$ cat config.mk
export PLATFORM = sky130hd
export DESIGN_NAME = correlation_bit_demodulator
export DESIGN_NICKNAME = d
export VERILOG_FILES = /design/src/rtl/cbd_pkg.sv /design/src/rtl/correlation_bit_demodulator.sv /design/src/rtl/cbd_front.sv /design/src/rtl/cbd_queue.sv /design/src/rtl/cbd_back.sv
export SDC_FILE = /design/constraint.sdc
export NUM_CORES = 2
export LEC_CHECK = 0
export CORE_ASPECT_RATIO = 0.75
export CORE_MARGIN = 1
export CORE_UTILIZATION = 45
export DETAILED_ROUTE_END_ITERATION = 7
export DONT_BUFFER_PORTS = 1
export MAX_ROUTING_LAYER = met4
export PLACE_DENSITY = 0.7
export SYNTH_ARGS = -nofsm -noshare
export SYNTH_HDL_FRONTEND = slang
export SYNTH_SLANG_ARGS = --single-unit
$ cat constraint.sdc
create_clock -name clk -period 14.31 [get_ports clk]
set_input_delay 2.862 -clock clk [delete_from_list [all_inputs] [get_ports clk]]
set_output_delay 2.862 -clock clk [all_outputs]
set_load 0.02 [all_outputs]
$ cat src/rtl/cbd_pkg.sv
// Shared constants, register codes and types of the correlation bit demodulator.
package cbd_pkg;

  // Correlation, sum and threshold width (product scale, LSB = 2^-30 at 16-bit samples)
  localparam int CORR_W = 48;
  // samples_per_bit register width
  localparam int SPB_W = 13;
  localparam logic [SPB_W-1:0] SPB_RESET = 13'd100;

  // Parameter defaults
  localparam int DEF_MAX_SAMPLES_PER_BIT = 4096;
  localparam int DEF_SAMPLE_WIDTH = 16;

  // Depth of the queue between front and back
  localparam int QUEUE_DEPTH = 4;

  // Configuration port
  localparam int CFG_IDX_W = 2;
  localparam logic [CFG_IDX_W-1:0] CFG_FSK_MODE        = 2'd0;
  localparam logic [CFG_IDX_W-1:0] CFG_SAMPLES_PER_BIT = 2'd1;
  localparam logic [CFG_IDX_W-1:0] CFG_THRESHOLD       = 2'd2;

  // Result item: decided_bit, correlation, padded to whole bytes
  localparam int OUT_TDATA_W = ((CORR_W + 1 + 7) / 8) * 8;

  // Decision settings handed to the back end
  typedef struct packed {
    logic                     fsk_mode;
    logic signed [CORR_W-1:0] threshold;
  } cbd_dec_cfg_t;

endpackage

$ cat src/rtl/correlation_bit_demodulator.sv
// Top level of the integrate-and-dump correlation bit demodulator.
// Takes one sample item (received sample, reference A, reference B) per clock
// cycle with no gaps needed while out_tready does not hold results back: the
// front end forms both products, a four-item queue decouples it from the back
// end, which integrates the products and, after samples_per_bit items, puts
// out one result item (decided bit and 48-bit correlation). Sustained rate is
// one item per cycle while out_tready stays high. The last sample of a bit
// passes the front stage register, the queue and the dump, correlation and
// output registers before out_tvalid rises. In FSK mode the correlation is
// the B sum minus the A sum, otherwise the A sum; the bit is one when the
// correlation is at or above the threshold. Write configuration only while
// the block is idle; there is no start-up clearing pass.
module correlation_bit_demodulator #(
  parameter int MAX_SAMPLES_PER_BIT = cbd_pkg::DEF_MAX_SAMPLES_PER_BIT,
  parameter int SAMPLE_WIDTH        = cbd_pkg::DEF_SAMPLE_WIDTH,
  parameter int IN_TDATA_W          = ((3 * SAMPLE_WIDTH + 7) / 8) * 8
) (
  input  logic                               clk,
  input  logic                               rst_n,
  // rx_sample, ref_a_sample, ref_b_sample from the lowest bit up
  input  logic                               in_tvalid,
  output logic                               in_tready,
  input  logic [IN_TDATA_W-1:0]              in_tdata,
  // decided_bit, correlation from the lowest bit up
  output logic                               out_tvalid,
  input  logic                               out_tready,
  output logic [cbd_pkg::OUT_TDATA_W-1:0]    out_tdata,
  input  logic                               cfg_valid,
  output logic                               cfg_ready,
  input  logic [cbd_pkg::CFG_IDX_W-1:0]      cfg_index,
  input  logic [cbd_pkg::CORR_W-1:0]         cfg_data
);

  localparam int ITEM_W = 4 * SAMPLE_WIDTH + 1;

  logic                         fsk_mode_r;
  logic [cbd_pkg::SPB_W-1:0]    spb_r;
  logic [cbd_pkg::CORR_W-1:0]   threshold_r;
  cbd_pkg::cbd_dec_cfg_t        dec_cfg;
  logic                         f_valid, f_ready, b_valid, b_ready;
  logic [ITEM_W-1:0]            f_data, b_data;

  // Configuration registers
  assign cfg_ready = 1'b1;

  always_ff @(posedge clk) begin
    if (!rst_n) begin
      fsk_mode_r  <= 1'b0;
      spb_r       <= cbd_pkg::SPB_RESET;
      threshold_r <= '0;
    end else if (cfg_valid && cfg_ready) begin
      unique case (cfg_index)
        cbd_pkg::CFG_FSK_MODE:        fsk_mode_r  <= cfg_data[0];
        cbd_pkg::CFG_SAMPLES_PER_BIT: spb_r       <= cfg_data[cbd_pkg::SPB_W-1:0];
        cbd_pkg::CFG_THRESHOLD:       threshold_r <= cfg_data;
        default: ;
      endcase
    end
  end

  assign dec_cfg.fsk_mode  = fsk_mode_r;
  assign dec_cfg.threshold = threshold_r;

  cbd_front #(
    .MAX_SAMPLES_PER_BIT (MAX_SAMPLES_PER_BIT),
    .SAMPLE_WIDTH        (SAMPLE_WIDTH),
    .IN_W                (IN_TDATA_W),
    .ITEM_W              (ITEM_W)
  ) u_front (
    .clk             (clk),
    .rst_n           (rst_n),
    .samples_per_bit (spb_r),
    .in_valid        (in_tvalid),
    .in_ready        (in_tready),
    .in_data         (in_tdata),
    .item_valid      (f_valid),
    .item_ready      (f_ready),
    .item_data       (f_data)
  );

  cbd_queue #(
    .WIDTH (ITEM_W),
    .DEPTH (cbd_pkg::QUEUE_DEPTH)
  ) u_queue (
    .clk        (clk),
    .rst_n      (rst_n),
    .push_valid (f_valid),
    .push_ready (f_ready),
    .push_data  (f_data),
    .pop_valid  (b_valid),
    .pop_ready  (b_ready),
    .pop_data   (b_data)
  );

  cbd_back #(
    .SAMPLE_WIDTH (SAMPLE_WIDTH),
    .ITEM_W       (ITEM_W)
  ) u_back (
    .clk        (clk),
    .rst_n      (rst_n),
    .dec_cfg    (dec_cfg),
    .item_valid (b_valid),
    .item_ready (b_ready),
    .item_data  (b_data),
    .out_tvalid (out_tvalid),
    .out_tready (out_tready),
    .out_tdata  (out_tdata)
  );

endmodule

$ cat src/rtl/cbd_front.sv
// Front end: takes sample items, forms both products and marks the last item of a bit.
module cbd_front #(
  parameter int MAX_SAMPLES_PER_BIT = cbd_pkg::DEF_MAX_SAMPLES_PER_BIT,
  parameter int SAMPLE_WIDTH        = cbd_pkg::DEF_SAMPLE_WIDTH,
  parameter int IN_W                = ((3 * SAMPLE_WIDTH + 7) / 8) * 8,
  parameter int ITEM_W              = 4 * SAMPLE_WIDTH + 1
) (
  input  logic                        clk,
  input  logic                        rst_n,
  input  logic [cbd_pkg::SPB_W-1:0]   samples_per_bit,
  input  logic                        in_valid,
  output logic                        in_ready,
  input  logic [IN_W-1:0]             in_data,
  output logic                        item_valid,
  input  logic                        item_ready,
  output logic [ITEM_W-1:0]           item_data
);

  localparam int PROD_W = 2 * SAMPLE_WIDTH;
  localparam int CNT_W  = $clog2(MAX_SAMPLES_PER_BIT);
  localparam int MAX_W  = $clog2(MAX_SAMPLES_PER_BIT + 1);
  localparam int LEN_W  = (MAX_W > cbd_pkg::SPB_W) ? MAX_W : cbd_pkg::SPB_W;

  logic signed [SAMPLE_WIDTH-1:0] rx_s, ref_a_s, ref_b_s;
  logic signed [PROD_W-1:0]       prod_a, prod_b;
  logic signed [PROD_W-1:0]       prod_a_r, prod_b_r;
  logic                           last_r, valid_r;
  logic [CNT_W-1:0]               cnt_r, cnt_nxt;
  logic [LEN_W-1:0]               spb_ext, len_eff, cnt_inc;
  logic                           is_last, accept;

  // Unpack the sample item
  assign rx_s    = in_data[SAMPLE_WIDTH-1:0];
  assign ref_a_s = in_data[2*SAMPLE_WIDTH-1:SAMPLE_WIDTH];
  assign ref_b_s = in_data[3*SAMPLE_WIDTH-1:2*SAMPLE_WIDTH];

  assign prod_a = rx_s * ref_a_s;
  assign prod_b = rx_s * ref_b_s;

  // Effective bit length: zero acts as one, large values clamp to the maximum
  assign spb_ext = LEN_W'(samples_per_bit);
  always_comb begin
    if (samples_per_bit == '0) begin
      len_eff = LEN_W'(1);
    end else if (spb_ext > LEN_W'(MAX_SAMPLES_PER_BIT)) begin
      len_eff = LEN_W'(MAX_SAMPLES_PER_BIT);
    end else begin
      len_eff = spb_ext;
    end
  end

  // Sample counter within the bit
  assign cnt_inc = LEN_W'(cnt_r) + LEN_W'(1);
  assign is_last = (cnt_inc >= len_eff);
  assign cnt_nxt = is_last ? '0 : CNT_W'(cnt_inc);

  // Stage register is free, or empties into the queue this cycle
  assign in_ready = !valid_r || item_ready;
  assign accept   = in_valid && in_ready;

  always_ff @(posedge clk) begin
    if (!rst_n) begin
      valid_r <= 1'b0;
      cnt_r   <= '0;
    end else begin
      if (in_ready) begin
        valid_r <= in_valid;
      end
      if (accept) begin
        cnt_r <= cnt_nxt;
      end
    end
  end

  // Product and marker payload
  always_ff @(posedge clk) begin
    if (accept) begin
      prod_a_r <= prod_a;
      prod_b_r <= prod_b;
      last_r   <= is_last;
    end
  end

  assign item_valid = valid_r;
  assign item_data  = {last_r, prod_b_r, prod_a_r};

  // Counter never reaches the maximum length
  assert property (@(posedge clk) disable iff (!rst_n)
    LEN_W'(cnt_r) < LEN_W'(MAX_SAMPLES_PER_BIT))
    else $error("sample counter out of range");

  // A held item keeps its A product and last marker while the queue is full
  assert property (@(posedge clk) disable iff (!rst_n)
    valid_r && !item_ready |=> valid_r && $stable(prod_a_r) && $stable(last_r))
    else $error("front item changed while stalled");

  // Counter restarts after the last sample of a bit
  assert property (@(posedge clk) disable iff (!rst_n)
    accept && is_last |=> cnt_r == '0)
    else $error("counter not cleared at end of bit");

endmodule

$ cat src/rtl/cbd_queue.sv
// Short first-in first-out queue of product items between front and back.
module cbd_queue #(
  parameter int WIDTH = 65,
  parameter int DEPTH = cbd_pkg::QUEUE_DEPTH
) (
  input  logic             clk,
  input  logic             rst_n,
  input  logic             push_valid,
  output logic             push_ready,
  input  logic [WIDTH-1:0] push_data,
  output logic             pop_valid,
  input  logic             pop_ready,
  output logic [WIDTH-1:0] pop_data
);

  localparam int PTR_W = (DEPTH > 1) ? $clog2(DEPTH) : 1;
  localparam int CNT_W = $clog2(DEPTH + 1);

  logic [WIDTH-1:0] slot_r [DEPTH];
  logic [PTR_W-1:0] wr_ptr_r, rd_ptr_r;
  logic [CNT_W-1:0] count_r;
  logic             push, pop;

  assign push_ready = (count_r != CNT_W'(DEPTH));
  assign pop_valid  = (count_r != '0);
  assign push       = push_valid && push_ready;
  assign pop        = pop_valid && pop_ready;
  assign pop_data   = slot_r[rd_ptr_r];

  // Pointers and fill count
  always_ff @(posedge clk) begin
    if (!rst_n) begin
      wr_ptr_r <= '0;
      rd_ptr_r <= '0;
      count_r  <= '0;
    end else begin
      if (push) begin
        wr_ptr_r <= (wr_ptr_r == PTR_W'(DEPTH - 1)) ? '0 : wr_ptr_r + PTR_W'(1);
      end
      if (pop) begin
        rd_ptr_r <= (rd_ptr_r == PTR_W'(DEPTH - 1)) ? '0 : rd_ptr_r + PTR_W'(1);
      end
      if (push && !pop) begin
        count_r <= count_r + CNT_W'(1);
      end else if (pop && !push) begin
        count_r <= count_r - CNT_W'(1);
      end
    end
  end

  // Storage
  always_ff @(posedge clk) begin
    if (push) begin
      slot_r[wr_ptr_r] <= push_data;
    end
  end

  assert property (@(posedge clk) disable iff (!rst_n)
    count_r <= CNT_W'(DEPTH))
    else $error("queue fill count above depth");

  // An empty queue has its write and read pointers equal
  assert property (@(posedge clk) disable iff (!rst_n)
    (count_r == '0) |-> (wr_ptr_r == rd_ptr_r))
    else $error("empty queue with pointers apart");

  assert property (@(posedge clk) disable iff (!rst_n)
    push && !pop |=> count_r == $past(count_r) + CNT_W'(1))
    else $error("queue count missed a push");

endmodule

$ cat src/rtl/cbd_back.sv
// Back end: integrates products, dumps at the end of each bit and decides the bit.
module cbd_back #(
  parameter int SAMPLE_WIDTH = cbd_pkg::DEF_SAMPLE_WIDTH,
  parameter int ITEM_W       = 4 * SAMPLE_WIDTH + 1
) (
  input  logic                              clk,
  input  logic                              rst_n,
  input  cbd_pkg::cbd_dec_cfg_t             dec_cfg,
  input  logic                              item_valid,
  output logic                              item_ready,
  input  logic [ITEM_W-1:0]                 item_data,
  output logic                              out_tvalid,
  input  logic                              out_tready,
  output logic [cbd_pkg::OUT_TDATA_W-1:0]   out_tdata
);

  localparam int PROD_W = 2 * SAMPLE_WIDTH;
  localparam int CW     = cbd_pkg::CORR_W;

  logic signed [PROD_W-1:0] prod_a, prod_b;
  logic                     item_last, pop;
  logic signed [CW-1:0]     acc_a_r, acc_b_r, sum_a, sum_b;
  logic signed [CW-1:0]     fin_a_r, fin_b_r, corr_r;
  logic                     fin_v_r, corr_v_r, out_v_r;
  logic                     fin_ready, corr_ready, out_ready;
  logic signed [CW-1:0]     out_corr_r;
  logic                     out_bit_r;

  assign prod_a    = item_data[PROD_W-1:0];
  assign prod_b    = item_data[2*PROD_W-1:PROD_W];
  assign item_last = item_data[2*PROD_W];

  // Stage ready chain from the output register backwards
  assign out_ready  = !out_v_r || out_tready;
  assign corr_ready = !corr_v_r || out_ready;
  assign fin_ready  = !fin_v_r || corr_ready;

  // An ordinary item always integrates; the last one needs room in the dump stage
  assign item_ready = !item_last || fin_ready;
  assign pop        = item_valid && item_ready;

  assign sum_a = acc_a_r + CW'(prod_a);
  assign sum_b = acc_b_r + CW'(prod_b);

  // Integrators, kept modulo 2^48
  always_ff @(posedge clk) begin
    if (!rst_n) begin
      acc_a_r <= '0;
      acc_b_r <= '0;
    end else if (pop) begin
      acc_a_r <= item_last ? '0 : sum_a;
      acc_b_r <= item_last ? '0 : sum_b;
    end
  end

  // Valid bits of the dump, correlation and output stages
  always_ff @(posedge clk) begin
    if (!rst_n) begin
      fin_v_r  <= 1'b0;
      corr_v_r <= 1'b0;
      out_v_r  <= 1'b0;
    end else begin
      if (fin_ready) begin
        fin_v_r <= pop && item_last;
      end
      if (corr_ready) begin
        corr_v_r <= fin_v_r;
      end
      if (out_ready) begin
        out_v_r <= corr_v_r;
      end
    end
  end

  // Dump, correlation select and decision payload
  always_ff @(posedge clk) begin
    if (pop && item_last) begin
      fin_a_r <= sum_a;
      fin_b_r <= sum_b;
    end
    if (corr_ready && fin_v_r) begin
      corr_r <= dec_cfg.fsk_mode ? (fin_b_r - fin_a_r) : fin_a_r;
    end
    if (out_ready && corr_v_r) begin
      out_corr_r <= corr_r;
      out_bit_r  <= (corr_r >= dec_cfg.threshold);
    end
  end

  assign out_tvalid = out_v_r;
  assign out_tdata  = {{(cbd_pkg::OUT_TDATA_W - CW - 1){1'b0}}, out_corr_r, out_bit_r};

  // Ending a bit leaves both integrators empty
  assert property (@(posedge clk) disable iff (!rst_n)
    pop && item_last |=> acc_a_r == '0 && acc_b_r == '0)
    else $error("integrators not dumped");

  // Only a last item can be held back at the queue head
  assert property (@(posedge clk) disable iff (!rst_n)
    item_valid && !item_ready |-> item_last && fin_v_r && corr_v_r && out_v_r)
    else $error("back end stalled with room to spare");

  // A finished dump stays put while the correlation stage is blocked
  assert property (@(posedge clk) disable iff (!rst_n)
    fin_v_r && !corr_ready |=> fin_v_r && $stable(fin_a_r) && $stable(fin_b_r))
    else $error("dumped sums lost under stall");

endmodule
==> run_results.csv <==
group,metric,value,unit
synth,synth_edf_count,518,
cells_and_area,drive_above_1_share,4.42,%
cts,post_cts_buffers,0,
detailed_routing,avgRoutedWirePerCell,18.8,um
global_routing,grt-ovfl-total,0,
synth,ys_types,78,
sta,fmax,0.121,GHz
sta,period_share,57.9,%
detailed_routing,wl_met3,7930,um
cts,clock_path_buffers,3,
sta,finalHoldViolCount,0,
global_routing,antenna_found_initial,2,
detailed_routing,via_per_inst,5.39,
detailed_routing,drcViolationCount,0,
floorplanning,boundaryPins,162,
cts,cts.htree.levels,3,
floorplanning,core_region_area,116000,um2
cells_and_area,layout.nets,5852,
hold_path,min_from,"threshold_r[46]$_SDFFE_PN0P_",
sta,skew,0.0290,ns
floorplanning,dieArea,120000,um2
cts,cts_buffers,71,
sta,tns,0,ns
cts,cts_tree,"built",
global_routing,grt_pass1_vias,35498,
global_routing,grt_start_max_net_pins,95,
synth,synthArstFlopShare,0,%
setup_path,critPathCaptureType,"register",
synth,yosysWarningCount,0,
floorplanning,die_w,399,um
setup_path,start_kind,"input port",
floorplanning,start_util,45.7,%
setup_path,critPathCapture,"u_front.prod_a_r[31]$_DFFE_PP_",
detailed_routing,wl_met2,52500,um
synth,ys_ff_latch,701,
synth,synthCells,4957,
place,post-dp-hpwl,90800,um
sta,slew_violations,0,
synth,avgSynthCellArea,10.7,um2
setup_path,arrival,8.64,ns
cts,cts.sinks,701,
synth,netlist_area,53200,um2
sta,slew_headroom,21.4,%
detailed_routing,drt_iter0_drc,2874,
cells_and_area,nFillCells,10387,
status,status,"completed",
synth,seq_area_frac_synth,36.1,%
synth,synth-main-ff-cell,"edfxtp_1",
detailed_routing,wl_met1,58500,um
detailed_routing,drtPass1Iterations,5,
cts,cts-resized-gates,0,
detailed_routing,ant_nets,0,
floorplanning,die_h,300,um
detailed_routing,maxUsedRoutingLayer,"met4",
setup_path,reg2regPathDepth,15,
setup_path,crit_start,"in_tdata[31]",
detailed_routing,num_vias,34717,
floorplanning,num_rows,108,
cells_and_area,area_delta_synth_final,6.57,%
sta,rsz0062_at_grt,"false",
cts,postCtsHoldBufs,0,
hold_path,min_path_type,"reg -> reg",
global_routing,grt.total_usage,21.2,%
cts,worst_skew_pair.late_latency,0.63,ns
sta,worst_pin_slew,1.18,ns
global_routing,grt_pass1_wl,196000,um
sta,final-setup-viol-count,0,
setup_path,path_class,"in -> reg",
sta,fin_crit,8.28,ns
setup_path,required,14.66,ns
cts,clkSlewWorstSetupHoldPaths,0.06,ns
place,portBuffers,0,
setup_path,rrSetupSlack,8.72,ns
place,place.gp.congestion,0.897,
setup_path,cp_max_fo,13,
detailed_routing,totalWireLength,121000,um
cts,clock_tree.root_cell,"clkbuf_16",
run,cap_violations,0,
setup_path,r2r_end,"u_back.acc_b_r[40]$_SDFFE_PN0P_",
worst min-delay path by stage:
stage          slack [ns]  depth (start not counted)                        endpoint
2_1_floorplan        0.43                          0  u_back.out_corr_r[0]$_DFFE_PP_
3_3_place_gp         0.44                          2    threshold_r[15]$_SDFFE_PN0P_
3_5_place_dp         0.45                          2    threshold_r[46]$_SDFFE_PN0P_
4_1_cts              0.46                          2    threshold_r[46]$_SDFFE_PN0P_
5_1_grt              0.47                          2    threshold_r[11]$_SDFFE_PN0P_
6_report             0.46                          2    threshold_r[46]$_SDFFE_PN0P_
critical path, cell delays in order:
cell	delay (ns)
inv_1	0.35
nor2_1	0.11
fa_1	0.51
fa_1	0.43
fa_1	0.52
fa_1	0.44
fa_1	0.49
inv_1	0.05
fa_1	0.47
inv_1	0.04
ha_1	0.38
o21a_1	0.15
o21ai_0	0.10
or3_1	0.36
o21ai_1	0.30
a21oi_1	0.16
a31oi_1	0.26
a31oi_1	0.19
o21ai_0	0.20
a21oi_1	0.10
xnor2_1	0.13
final cells by class:
type	count	area, um2	share of cell area [%]
Antenna cell	1	2.50	0.00442
Clock buffer	95	1950	3.44
Clock inverter	34	218	0.384
Inverter	725	2720	4.80
Multi-Input combinational cell	3330	30500	53.8
Sequential cell	701	19200	33.9
Tap cell	1540	1930	3.40
Timing Repair Buffer	19	143	0.252
logic make-up after synthesis:
kind of cell	count (synthesis)	share of synthesized area, %
other cells	2	0.0141
compound gates	875	10.8
flops	701	36.1
simple gates	1252	11.2
fa+ha+maj	901	28.7
buf+inv	932	6.66
xor+xnor	217	3.57
mux	77	2.98
sequential cells by signal, indices dropped and copies added, names as in the netlist, 2 cells and up, named ones only:
register / cells
spb_r: 13
threshold_r: 48
u_back.acc_a_r: 48
u_back.acc_b_r: 48
u_back.corr_r: 48
u_back.fin_a_r: 48
u_back.fin_b_r: 48
u_back.out_corr_r: 48
u_front.cnt_r: 12
u_front.prod_a_r: 32
u_front.prod_b_r: 32
u_queue.count_r: 3
u_queue.rd_ptr_r: 2
u_queue.slot_r: 260
u_queue.wr_ptr_r: 2
metrics by stage:
stage / area (um2) / std cells / utilization (%) / hold slack, ns / worst slack (ns)
final: 56700 / 6445 / 48.7 / 0.457 / 6.03
after global routing: 56700 / 6444 / 48.7 / 0.473 / 5.72
after CTS: 56700 / 6444 / 48.7 / 0.458 / 6.10
after detailed placement: 54500 / 6315 / 46.8 / 0.450 / 5.47
after global placement: 54500 / 6315 / 46.8 / 0.444 / 5.58
after floorplan: 53200 / 4963 / - / 0.426 / 5.65
Yosys cell counts, types with 7 or more instances:
master	instances	area, um2
inv_1	723	2710
nand2_1	533	2000
fa_1	528	10600
edfxtp_1	518	15600
ha_1	373	4670
and2_1	268	1680
a21oi_1	261	1310
nor2_1	201	754
dfxtp_1	183	3660
clkbuf_1	179	672
a21o_1	159	1190
xnor2_1	149	1310
o21ai_0	130	651
xor2_1	68	596
mux4_2	65	1460
a22oi_1	57	428
nand3_1	51	255
a22o_1	48	420
o21bai_1	38	285
nand4_1	37	231
o21a_1	37	278
nor2b_1	35	219
and3_1	29	181
nor3_1	28	140
nand2b_1	27	169
a31oi_1	21	131
buf_1	17	63.8
o21ai_1	15	75.1
o31ai_1	12	90.1
a211oi_1	11	82.6
mux2i_1	11	110
o211ai_1	10	75.1
buf_4	9	67.6
nand3b_1	8	60.1
a21boi_0	7	52.6
a221oi_1	7	61.3
or3_1	7	43.8
cell usage in the layout (no fill, tap or decap), types with 48 or more instances in the layout:
cell type  instances
dfxtp_1          180
xnor2_1          149
xor2_1            68
mux4_2            65
clkbuf_16         74
o21ai_0          130
nand2_1          533
a21oi_1          261
nand3_1           51
ha_1             373
a22o_1            48
and2_1           264
a21o_1           158
edfxtp_1         518
fa_1             528
nor2_1           199
inv_1            722
a22oi_1           57
per-layer routing:
layer / GRT usage (%) / vias to the layer above
li1: - / 16376
met4: 3.82 / 0
met5: - / -
met2: 31.6 / 1017
met1: 31.2 / 17188
met3: 2.94 / 136
Power is left out: the tool's default activity adds up to more than one toggle a clock period on the data nets, which glitch-free logic cannot reach.
